[config.mk]
export PLATFORM = sky130hd
export DESIGN_NAME = two_x_sai_upscaler_flat
export DESIGN_NICKNAME = d
export VERILOG_FILES = /design/src/tsai_pkg.sv /design/src/tsai_if.sv /design/src/tsai_kernel.sv /design/src/two_x_sai_upscaler.sv /design/src/flat_wrapper.sv
export SDC_FILE = /design/constraint.sdc
export NUM_CORES = 1
export LEC_CHECK = 0
export ABC_AREA = 1
export BUFFER_PORTS_ARGS = -buffer_cell sky130_fd_sc_hd__buf_2
export CAP_MARGIN = 30
export CORE_ASPECT_RATIO = 1.5
export CORE_MARGIN = 2
export CORE_UTILIZATION = 51
export DETAILED_ROUTE_END_ITERATION = 12
export PLACE_DENSITY = 0.67
export SYNTH_ARGS = -nofsm -noshare
export SYNTH_HDL_FRONTEND = slang
export SYNTH_SLANG_ARGS = --single-unit
[constraint.sdc]
create_clock -name clk -period 18.25 [get_ports clk]
set_clock_uncertainty 0.2 [all_clocks]
set_input_delay 1.825 -clock clk [delete_from_list [all_inputs] [get_ports clk]]
set_output_delay 1.825 -clock clk [all_outputs]
set_load 0.02 [all_outputs]
[src/tsai_pkg.sv]
// ============================================================================
// tsai_pkg
// Shared types and constants of the 2xSaI pixel upscaler.
// ============================================================================
package tsai_pkg;

    // one 16-bit source or output pixel
    typedef logic [15:0] pixel_t;

    // configuration register index
    localparam int unsigned CfgIdxW = 2;
    typedef logic [CfgIdxW-1:0] cfg_idx_t;

    localparam cfg_idx_t CfgHalfColor    = 2'd0;
    localparam cfg_idx_t CfgHalfLow      = 2'd1;
    localparam cfg_idx_t CfgQuarterColor = 2'd2;
    localparam cfg_idx_t CfgQuarterLow   = 2'd3;

    // mask reset values (five-six-five pixel layout)
    localparam pixel_t HalfColorReset    = 16'hF7DE;
    localparam pixel_t HalfLowReset      = 16'h0821;
    localparam pixel_t QuarterColorReset = 16'hE79C;
    localparam pixel_t QuarterLowReset   = 16'h1863;

    // columns held before a block can be produced
    localparam logic [1:0] FillFull = 2'd3;

    // channel masks for the blends
    typedef struct packed {
        pixel_t half_color;
        pixel_t half_low;
        pixel_t quarter_color;
        pixel_t quarter_low;
    } mask_t;

    // 4x4 neighbourhood around the centre pixel a
    //   i e f j
    //   g a b k
    //   h c d l
    //   m n o
    typedef struct packed {
        pixel_t i;
        pixel_t e;
        pixel_t f;
        pixel_t j;
        pixel_t g;
        pixel_t a;
        pixel_t b;
        pixel_t k;
        pixel_t h;
        pixel_t c;
        pixel_t d;
        pixel_t l;
        pixel_t m;
        pixel_t n;
        pixel_t o;
    } window_t;

    // one 2x2 output block
    typedef struct packed {
        pixel_t top_left;
        pixel_t top_right;
        pixel_t bottom_left;
        pixel_t bottom_right;
    } block_t;

endpackage

[src/tsai_if.sv]
// ============================================================================
// tsai interfaces
// Valid/ready channels of the upscaler: source columns, output blocks and
// the configuration write channel.
// ============================================================================

// source column channel
interface tsai_col_if;
    logic             valid;
    logic             ready;
    tsai_pkg::pixel_t pixel_above;
    tsai_pkg::pixel_t pixel_current;
    tsai_pkg::pixel_t pixel_below;
    tsai_pkg::pixel_t pixel_below_two;
    logic             line_start;

    modport src (
        output valid, pixel_above, pixel_current, pixel_below, pixel_below_two,
               line_start,
        input  ready
    );
    modport snk (
        input  valid, pixel_above, pixel_current, pixel_below, pixel_below_two,
               line_start,
        output ready
    );
endinterface

// output block channel
interface tsai_blk_if;
    logic             valid;
    logic             ready;
    tsai_pkg::pixel_t out_top_left;
    tsai_pkg::pixel_t out_top_right;
    tsai_pkg::pixel_t out_bottom_left;
    tsai_pkg::pixel_t out_bottom_right;

    modport src (
        output valid, out_top_left, out_top_right, out_bottom_left,
               out_bottom_right,
        input  ready
    );
    modport snk (
        input  valid, out_top_left, out_top_right, out_bottom_left,
               out_bottom_right,
        output ready
    );
endinterface

// configuration write channel
interface tsai_cfg_if;
    logic               valid;
    logic               ready;
    tsai_pkg::cfg_idx_t index;
    tsai_pkg::pixel_t   data;

    modport src (
        output valid, index, data,
        input  ready
    );
    modport snk (
        input  valid, index, data,
        output ready
    );
endinterface

[src/tsai_kernel.sv]
// ============================================================================
// tsai_kernel
// 2xSaI decision logic: turns one 4x4 neighbourhood into a 2x2 output block
// using the edge tests, the neighbour vote and the masked blends.
// ============================================================================
module tsai_kernel (
    input  tsai_pkg::window_t win,
    input  tsai_pkg::mask_t   masks,
    output tsai_pkg::block_t  blk
);

    // two-pixel blend with rounding bit
    function automatic tsai_pkg::pixel_t blend2(
        input tsai_pkg::pixel_t p,
        input tsai_pkg::pixel_t q,
        input tsai_pkg::mask_t  mk
    );
        blend2 = ((p & mk.half_color) >> 1) + ((q & mk.half_color) >> 1)
            + (p & q & mk.half_low);
    endfunction

    // four-pixel blend, low-bit remainders summed separately
    function automatic tsai_pkg::pixel_t blend4(
        input tsai_pkg::pixel_t p,
        input tsai_pkg::pixel_t q,
        input tsai_pkg::pixel_t r,
        input tsai_pkg::pixel_t s,
        input tsai_pkg::mask_t  mk
    );
        tsai_pkg::pixel_t hi;
        logic [17:0]      lo_sum;
        tsai_pkg::pixel_t lo;
        hi = ((p & mk.quarter_color) >> 2) + ((q & mk.quarter_color) >> 2)
            + ((r & mk.quarter_color) >> 2) + ((s & mk.quarter_color) >> 2);
        lo_sum = {2'b00, p & mk.quarter_low} + {2'b00, q & mk.quarter_low}
            + {2'b00, r & mk.quarter_low} + {2'b00, s & mk.quarter_low};
        lo = lo_sum[17:2] & mk.quarter_low;
        blend4 = hi + lo;
    endfunction

    tsai_pkg::pixel_t a;
    tsai_pkg::pixel_t b;
    tsai_pkg::pixel_t c;
    tsai_pkg::pixel_t d;
    tsai_pkg::pixel_t half_ab;
    tsai_pkg::pixel_t half_ac;
    tsai_pkg::pixel_t quarter;
    logic [3:0]       vote_a;
    logic [3:0]       vote_b;
    logic [2:0]       cnt_a;
    logic [2:0]       cnt_b;

    assign a = win.a;
    assign b = win.b;
    assign c = win.c;
    assign d = win.d;

    // shared blends
    assign half_ab = blend2(a, b, masks);
    assign half_ac = blend2(a, c, masks);
    assign quarter = blend4(a, b, c, d, masks);

    // neighbour vote: count of neighbour pairs differing from a and from b
    assign vote_a = {(a != win.e) || (a != win.g), (a != win.f) || (a != win.k),
                     (a != win.h) || (a != win.n), (a != win.l) || (a != win.o)};
    assign vote_b = {(b != win.e) || (b != win.g), (b != win.f) || (b != win.k),
                     (b != win.h) || (b != win.n), (b != win.l) || (b != win.o)};
    assign cnt_a = 3'(vote_a[0]) + 3'(vote_a[1]) + 3'(vote_a[2]) + 3'(vote_a[3]);
    assign cnt_b = 3'(vote_b[0]) + 3'(vote_b[1]) + 3'(vote_b[2]) + 3'(vote_b[3]);

    // edge rules
    always_comb
    begin
        blk.top_left     = a;
        blk.top_right    = half_ab;
        blk.bottom_left  = half_ac;
        blk.bottom_right = quarter;
        if ((a == d) && (b != c))
        begin
            // diagonal edge through a and d
            if (((a == win.e) && (b == win.l)) ||
                ((a == c) && (a == win.f) && (b != win.e) && (b == win.j)))
            begin
                blk.top_right = a;
            end
            if (((a == win.g) && (c == win.o)) ||
                ((a == b) && (a == win.h) && (win.g != c) && (c == win.m)))
            begin
                blk.bottom_left = a;
            end
            blk.bottom_right = a;
        end
        else if ((b == c) && (a != d))
        begin
            // diagonal edge through b and c
            if (((b == win.f) && (a == win.h)) ||
                ((b == win.e) && (b == d) && (a != win.f) && (a == win.i)))
            begin
                blk.top_right = b;
            end
            if (((c == win.h) && (a == win.f)) ||
                ((c == win.g) && (c == d) && (a != win.h) && (a == win.i)))
            begin
                blk.bottom_left = c;
            end
            blk.bottom_right = b;
        end
        else if ((a == d) && (b == c))
        begin
            if (a == b)
            begin
                // flat area
                blk.top_right    = a;
                blk.bottom_left  = a;
                blk.bottom_right = a;
            end
            else if (cnt_a > cnt_b)
            begin
                blk.bottom_right = a;
            end
            else if (cnt_a < cnt_b)
            begin
                blk.bottom_right = b;
            end
        end
        else
        begin
            // no diagonal edge
            if ((a == c) && (a == win.f) && (b != win.e) && (b == win.j))
            begin
                blk.top_right = a;
            end
            else if ((b == win.e) && (b == d) && (a != win.f) && (a == win.i))
            begin
                blk.top_right = b;
            end
            if ((a == b) && (a == win.h) && (win.g != c) && (c == win.m))
            begin
                blk.bottom_left = a;
            end
            else if ((c == win.g) && (c == d) && (a != win.h) && (a == win.i))
            begin
                blk.bottom_left = c;
            end
        end
    end

endmodule

[src/two_x_sai_upscaler.sv]
// ============================================================================
// two_x_sai_upscaler
// 2xSaI pixel-art upscaler: one source column in, one 2x2 output block out.
// ============================================================================
// Usage:
//   pixels : source columns, four rows each; line_start marks column -1 of a
//            line. Send columns -1 through width+1 of every line.
//   result : one 2x2 block per column once three columns are held, i.e. for
//            every column from the fourth word after a line start onwards.
//   cfg    : mask writes, index 0..3; always ready, write only while idle.
// Timing:
//   one column word is accepted per clock unless the pipeline is stalled. A
//   block reaches result after its completing column word passes the window
//   register, then the decision logic into the output register.
// Reset:
//   pipeline empties, fill count clears, masks return to their defaults.
//   held window columns are not cleared; the fill count guards them.
// Stall:
//   while result is held, the pipeline stops and pixels.ready drops as soon
//   as both pipeline registers are full; no word is lost or repeated.
// ============================================================================
module two_x_sai_upscaler (
    input  logic       clk,
    input  logic       rst_n,
    tsai_col_if.snk    pixels,
    tsai_blk_if.src    result,
    tsai_cfg_if.snk    cfg
);

    tsai_pkg::mask_t   mask_reg;
    tsai_pkg::pixel_t  col_reg [3][4];
    logic [1:0]        fill_reg;
    logic [1:0]        fill_next;
    logic              s1_valid_reg;
    tsai_pkg::window_t s1_win_reg;
    tsai_pkg::window_t win_next;
    logic              out_valid_reg;
    tsai_pkg::block_t  out_blk_reg;
    tsai_pkg::block_t  blk_next;
    logic              out_adv;
    logic              in_accept;
    logic              win_full;

    // configuration registers
    assign cfg.ready = 1'b1;

    always_ff @(posedge clk or negedge rst_n)
    begin
        if (!rst_n)
        begin
            mask_reg.half_color    <= tsai_pkg::HalfColorReset;
            mask_reg.half_low      <= tsai_pkg::HalfLowReset;
            mask_reg.quarter_color <= tsai_pkg::QuarterColorReset;
            mask_reg.quarter_low   <= tsai_pkg::QuarterLowReset;
        end
        else if (cfg.valid)
        begin
            case (cfg.index)
                tsai_pkg::CfgHalfColor:    mask_reg.half_color    <= cfg.data;
                tsai_pkg::CfgHalfLow:      mask_reg.half_low      <= cfg.data;
                tsai_pkg::CfgQuarterColor: mask_reg.quarter_color <= cfg.data;
                tsai_pkg::CfgQuarterLow:   mask_reg.quarter_low   <= cfg.data;
                default:                   mask_reg               <= mask_reg;
            endcase
        end
    end

    // pipeline handshake
    assign out_adv      = !out_valid_reg || result.ready;
    assign pixels.ready = !s1_valid_reg || out_adv;
    assign in_accept    = pixels.valid && pixels.ready;

    // fill tracking
    assign win_full = !pixels.line_start && (fill_reg == tsai_pkg::FillFull);

    always_comb
    begin
        fill_next = fill_reg;
        if (in_accept)
        begin
            if (pixels.line_start)
            begin
                fill_next = 2'd1;
            end
            else if (fill_reg != tsai_pkg::FillFull)
            begin
                fill_next = fill_reg + 2'd1;
            end
        end
    end

    always_ff @(posedge clk or negedge rst_n)
    begin
        if (!rst_n)
        begin
            fill_reg <= 2'd0;
        end
        else
        begin
            fill_reg <= fill_next;
        end
    end

    // neighbourhood from the held columns and the incoming one
    always_comb
    begin
        win_next.i = col_reg[0][0];
        win_next.e = col_reg[1][0];
        win_next.f = col_reg[2][0];
        win_next.j = pixels.pixel_above;
        win_next.g = col_reg[0][1];
        win_next.a = col_reg[1][1];
        win_next.b = col_reg[2][1];
        win_next.k = pixels.pixel_current;
        win_next.h = col_reg[0][2];
        win_next.c = col_reg[1][2];
        win_next.d = col_reg[2][2];
        win_next.l = pixels.pixel_below;
        win_next.m = col_reg[0][3];
        win_next.n = col_reg[1][3];
        win_next.o = col_reg[2][3];
    end

    // sliding column store
    always_ff @(posedge clk)
    begin
        if (in_accept)
        begin
            col_reg[0]    <= col_reg[1];
            col_reg[1]    <= col_reg[2];
            col_reg[2][0] <= pixels.pixel_above;
            col_reg[2][1] <= pixels.pixel_current;
            col_reg[2][2] <= pixels.pixel_below;
            col_reg[2][3] <= pixels.pixel_below_two;
        end
    end

    // window register stage
    always_ff @(posedge clk or negedge rst_n)
    begin
        if (!rst_n)
        begin
            s1_valid_reg <= 1'b0;
        end
        else if (pixels.ready)
        begin
            s1_valid_reg <= in_accept && win_full;
        end
    end

    always_ff @(posedge clk)
    begin
        if (in_accept && win_full)
        begin
            s1_win_reg <= win_next;
        end
    end

    // decision logic
    tsai_kernel u_kernel (
        .win   (s1_win_reg),
        .masks (mask_reg),
        .blk   (blk_next)
    );

    // output register
    always_ff @(posedge clk or negedge rst_n)
    begin
        if (!rst_n)
        begin
            out_valid_reg <= 1'b0;
        end
        else if (out_adv)
        begin
            out_valid_reg <= s1_valid_reg;
        end
    end

    always_ff @(posedge clk)
    begin
        if (out_adv && s1_valid_reg)
        begin
            out_blk_reg <= blk_next;
        end
    end

    assign result.valid            = out_valid_reg;
    assign result.out_top_left     = out_blk_reg.top_left;
    assign result.out_top_right    = out_blk_reg.top_right;
    assign result.out_bottom_left  = out_blk_reg.bottom_left;
    assign result.out_bottom_right = out_blk_reg.bottom_right;

`ifndef NO_ASSERTIONS
    // a word that does not complete a window never enters the pipeline
    a_no_block_before_full: assert property (@(posedge clk) disable iff (!rst_n)
        (in_accept && (pixels.line_start || (fill_reg != tsai_pkg::FillFull)))
        |=> !s1_valid_reg)
        else $error("window stage loaded without a full window");

    // both stages full and output stalled: no further column is taken
    a_stall_backpressure: assert property (@(posedge clk) disable iff (!rst_n)
        (out_valid_reg && !result.ready && s1_valid_reg) |-> !pixels.ready)
        else $error("column accepted while pipeline is full");

    // a new block only follows a loaded window stage
    a_block_source: assert property (@(posedge clk) disable iff (!rst_n)
        (out_adv && !s1_valid_reg) |=> !out_valid_reg)
        else $error("output block without a window behind it");

    // top-left output is the centre pixel of the window it came from
    a_centre_pass: assert property (@(posedge clk) disable iff (!rst_n)
        (out_adv && s1_valid_reg) |=> (out_blk_reg.top_left == $past(s1_win_reg.a)))
        else $error("top-left pixel differs from window centre");
`endif

endmodule
[src/flat_wrapper.sv]
// flat-port wrapper written by rule: the top's interface ports become plain ports
module two_x_sai_upscaler_flat 
  (clk, rst_n, pixels_valid, pixels_pixel_above, pixels_pixel_current, pixels_pixel_below, pixels_pixel_below_two, pixels_line_start, pixels_ready, result_valid, result_out_top_left, result_out_top_right, result_out_bottom_left, result_out_bottom_right, result_ready, cfg_valid, cfg_index, cfg_data, cfg_ready);
  tsai_col_if pixels_i ();
  tsai_blk_if result_i ();
  tsai_cfg_if cfg_i ();
  input  logic clk;
  input  logic rst_n;
  input wire logic [$bits(pixels_i.valid)-1:0] pixels_valid;
  input wire logic [$bits(pixels_i.pixel_above)-1:0] pixels_pixel_above;
  input wire logic [$bits(pixels_i.pixel_current)-1:0] pixels_pixel_current;
  input wire logic [$bits(pixels_i.pixel_below)-1:0] pixels_pixel_below;
  input wire logic [$bits(pixels_i.pixel_below_two)-1:0] pixels_pixel_below_two;
  input wire logic [$bits(pixels_i.line_start)-1:0] pixels_line_start;
  output wire logic [$bits(pixels_i.ready)-1:0] pixels_ready;
  output wire logic [$bits(result_i.valid)-1:0] result_valid;
  output wire logic [$bits(result_i.out_top_left)-1:0] result_out_top_left;
  output wire logic [$bits(result_i.out_top_right)-1:0] result_out_top_right;
  output wire logic [$bits(result_i.out_bottom_left)-1:0] result_out_bottom_left;
  output wire logic [$bits(result_i.out_bottom_right)-1:0] result_out_bottom_right;
  input wire logic [$bits(result_i.ready)-1:0] result_ready;
  input wire logic [$bits(cfg_i.valid)-1:0] cfg_valid;
  input wire logic [$bits(cfg_i.index)-1:0] cfg_index;
  input wire logic [$bits(cfg_i.data)-1:0] cfg_data;
  output wire logic [$bits(cfg_i.ready)-1:0] cfg_ready;
  assign pixels_i.valid = pixels_valid;
  assign pixels_i.pixel_above = pixels_pixel_above;
  assign pixels_i.pixel_current = pixels_pixel_current;
  assign pixels_i.pixel_below = pixels_pixel_below;
  assign pixels_i.pixel_below_two = pixels_pixel_below_two;
  assign pixels_i.line_start = pixels_line_start;
  assign pixels_ready = pixels_i.ready;
  assign result_valid = result_i.valid;
  assign result_out_top_left = result_i.out_top_left;
  assign result_out_top_right = result_i.out_top_right;
  assign result_out_bottom_left = result_i.out_bottom_left;
  assign result_out_bottom_right = result_i.out_bottom_right;
  assign result_i.ready = result_ready;
  assign cfg_i.valid = cfg_valid;
  assign cfg_i.index = cfg_index;
  assign cfg_i.data = cfg_data;
  assign cfg_ready = cfg_i.ready;
  two_x_sai_upscaler u_core (.clk(clk), .rst_n(rst_n), .pixels(pixels_i), .result(result_i), .cfg(cfg_i));
endmodule
==> flow_metrics.py <==
metrics = {
    "power": {
        "p_clk_frac": 0.287,
        "powerDensity_nw_per_um2": 101.4,
        "seq_power_share": 0.420,
        "p_leak_nw": 17.18,
        "switchingPower_mw": 1.370,
        "sw_frac_of_total": 0.3545,
        "comb_power_share": 0.293,
        "ir_worst_vdd_mv": 0.1055,
        "internal-power_mw": 2.494,
    },
    "flow_run": {
        "drv_cap": 0,
    },
    "cts": {
        "cts_tree": "done",
        "cts_resized": 0,
        "root_buffer": "clkbuf_16",
        "clock_latency_ps": 650,
        "ctsHoldBuffers": 0,
        "cts_buffers": 53,
        "cts.sinks": 561,
        "clk_pin_slew_worst_paths_ps": 80,
        "clockBufferDepth": 3,
        "post_cts_buffers": 0,
        "h-tree-depth": 2,
    },
    "setup_path": {
        "path_buf_inv": 2,
        "endpoint_kind": "register",
        "crit_top_cell": "nand2_1",
        "critPathKind": "reg -> reg",
        "cp_top_family": "compound AO/OA/AOI/OAI gates",
        "critPathRequiredTime_ps": 18470,
        "crit_cells": 24,
        "reg2regPathDepth": 24,
        "critPathMaxFanout": 16,
        "cp-start-kind": "register",
        "r2r_start": "u_core.s1_win_reg[129]",
        "critPathLaunch": "u_core.s1_win_reg[129]",
        "max_stage_delay_ps": 900,
        "slowest_stage": "edfxtp_1",
        "critPathArrivalTime_ps": 7650,
        "path_cells": "nand2_1 > inv_1 > fa_1 > fa_1 > ha_1 > nand2_1 > o21ai_0 > a21oi_1 > o21ai_0 > inv_1 > o21ai_0 > a21oi_1 > fa_1 > ha_1 > nand2_1 > o21ai_0 > a21oi_1 > o21ai_0 > xnor2_1 > nand2_1 > nand2_1 > nand2_1 > nand2_1 > nand3_1",
    },
    "final_layout": {
        "fin_nets": 4360,
        "largest_reg_flops": 240,
        "diodes": 0,
        "drive_gt1_frac": 0.1007,
        "final_cell_mix": "nand2_1 (1,199), edfxtp_1 (496), inv_1 (466), nor2_1 (283), nand3_1 (223)",
        "area_growth_syn_to_layout_pct": 9.283,
        "finalNonFillerCells": 4995,
        "layout_commonest_cell": "nand2_1",
    },
    "sta": {
        "final_max_slew_viol_count": 0,
        "slew_headroom": 0.3042,
        "finalHoldViolCount": 0,
        "rsz0062_at_grt": "no",
        "fin_crit_sh": 0.4070,
        "setup_viol": 0,
        "setup_tns_ps": 0,
        "period_minus_slack_ps": 7428,
        "worst_slew_pin_slew_ps": 1044,
        "fmax_ghz": 0.1346,
    },
    "min_path": {
        "hold_path_depth": 0,
        "hp-class": "reg -> reg",
        "hold_path.startpoint": "u_core.col_reg[0][26]",
    },
    "routing": {
        "drt-total-wl_mm": 127.5,
        "drc_errors": 0,
        "drt_iter0_drc": 2748,
        "vias_per_cell": 5.663,
        "drt_first_pass_iters": 6,
        "wl_per_cell_um": 25.53,
        "vias": 28290,
        "ant_nets": 0,
    },
    "logic_synthesis": {
        "synth_fp_nets": 4236,
        "yosys_most_used_dff": "edfxtp_1",
        "ys.warnings.count": 0,
        "synth_seq_area_share": 0.4748,
        "netlist_area_um2": 34880,
        "synth.top_cell.area_share": 0.4270,
        "async_flop_share": 0.1159,
        "synth_cell_types": 50,
        "avgSynthCellArea_um2": 8.853,
        "synth_area_leaders": "edfxtp_1 (43%), nand2_1 (13%), fa_1 (6.1%)",
        "synth_top_area_cell": "edfxtp_1",
        "syn_inst": 3940,
        "synth_seq_cells": 561,
        "synth_edf_count": 496,
    },
    "floorplanning": {
        "core-area_um2": 67780,
        "fp.dieH_um": 324.3,
        "rows": 117,
        "dieWidth_um": 217.5,
        "start_util": 0.5146,
        "die_area_um2": 70550,
        "ios": 155,
    },
    "grt": {
        "antenna_found_initial": 4,
        "grt_max_degree": 74,
        "groute.usage.overall": 0.3626,
        "grt_pass1_wl_mm": 183.7,
        "overflow": 0,
        "grt_pass1_vias": 28170,
    },
    "placement": {
        "dp_cells": 4901,
        "port_buffers": 153,
        "dp_hpwl_mm": 96.42,
        "globalplace.congestion": 1.013,
    },
    "run_status": {
        "outcome": "finished clean",
    },
}
[worst reg2reg max path, delay by kind of cell (launching register included)]
kind | cells | cell delay, ps
AOI/OAI and AO/OA | 8 | 2990
adders and majority gates | 5 | 2010
DFF | 1 | 900
and+or+nand+nor | 8 | 550
xor gates and xnor gates | 1 | 270
buffers and inverters | 2 | 260
[path summary, 6_finish.rpt]
check,to,slack [ps]
setup / recovery,u_core.result.out_bottom_right[9],10820
hold / removal,u_core.s1_win_reg[106],200
setup reg to reg,u_core.result.out_bottom_right[9],10820
hold reg to reg,u_core.s1_win_reg[106],200
max in group asynchronous,u_core.mask_reg[14],16050
min in group asynchronous,u_core.mask_reg[2],1150
[synth_stat cells (5+ instances only)]
library cell  number
o21ai_1            6
inv_2             33
a31oi_1           13
nor3_1            40
nand2_2           11
xor2_1           127
buf_4             38
nor4_1            12
nand3b_1          11
nand3_1          223
edfxtp_1         496
nand2_1         1199
buf_1              7
dfstp_2           32
nand4_1           59
ha_1             101
inv_1            467
o221ai_1           5
dfrtp_1           33
nor2_4             6
a221oi_1           6
o21ai_0          143
fa_1             107
nor2_2             8
buf_6             16
o211ai_1          30
nor2_1           284
a21oi_1          152
o21bai_1           9
buf_2             42
or2_2             13
xnor2_1          127
clkbuf_1          41
o22ai_1            5
[kinds of logic (layout without fill, tap and decap cells)]
logic type	count (synthesis)	count (layout)	synth area share
DFF	561	561	0.4748
buffers and inverters	654	817	0.07981
xor gates and xnor gates	254	254	0.06378
AOI/OAI and AO/OA	386	386	0.06134
and+or+nand+nor	1876	1876	0.2226
adders and majority gates	208	208	0.09764
other	1	1	0.0001075
[metal layers]
metal | track usage | vias to the layer above | wire length [µm]
li1 | - | 13010 | -
met2 | 0.6018 | 1377 | 61370
met4 | 0.2960 | 6 | 12210
met1 | 0.4109 | 13420 | 44800
met3 | 0.05730 | 474 | 9068
met5 | 0 | - | 45
[layout make-up]
| type | instances | area [µm²] |
|---|---|---|
| Clock buffer | 59 | 1349 |
| Multi-Input combinational cell | 2725 | 15560 |
| Sequential cell | 561 | 16560 |
| Inverter | 507 | 1921 |
| Timing Repair Buffer | 216 | 1279 |
| Clock inverter | 35 | 334.1 |
| Tap cell | 892 | 1116 |
| Fill cell | 6151 | 29660 |
[per-stage QoR]
| stage | hold WS, ps | setup WS (ps) | cell area (µm²) | total power, mW | utilization |
|---|---|---|---|---|---|
| floorplan | 200.3 | 5031 | 34880 | 2.370 | - |
| global placement | 200.4 | 11030 | 36380 | 2.746 | 0.5368 |
| detailed placement | 204.5 | 11040 | 36440 | 2.753 | 0.5376 |
| CTS | 192.6 | 11040 | 38120 | 3.860 | 0.5624 |
| global route | 222.0 | 10400 | 38120 | 4.048 | 0.5624 |
| finish | 195.3 | 10820 | 38120 | 3.864 | 0.5624 |
[power groups by stage]
stage / Combinational, mW / Clock [mW] / Sequential (mW)
floorplan: 0.732 / 0 / 1.64
global placement: 1.10 / 0 / 1.65
detailed placement: 1.11 / 0 / 1.65
CTS: 1.11 / 1.12 / 1.62
global route: 1.25 / 1.17 / 1.63
finish: 1.13 / 1.11 / 1.62
Power figures use the tool's default switching activity.
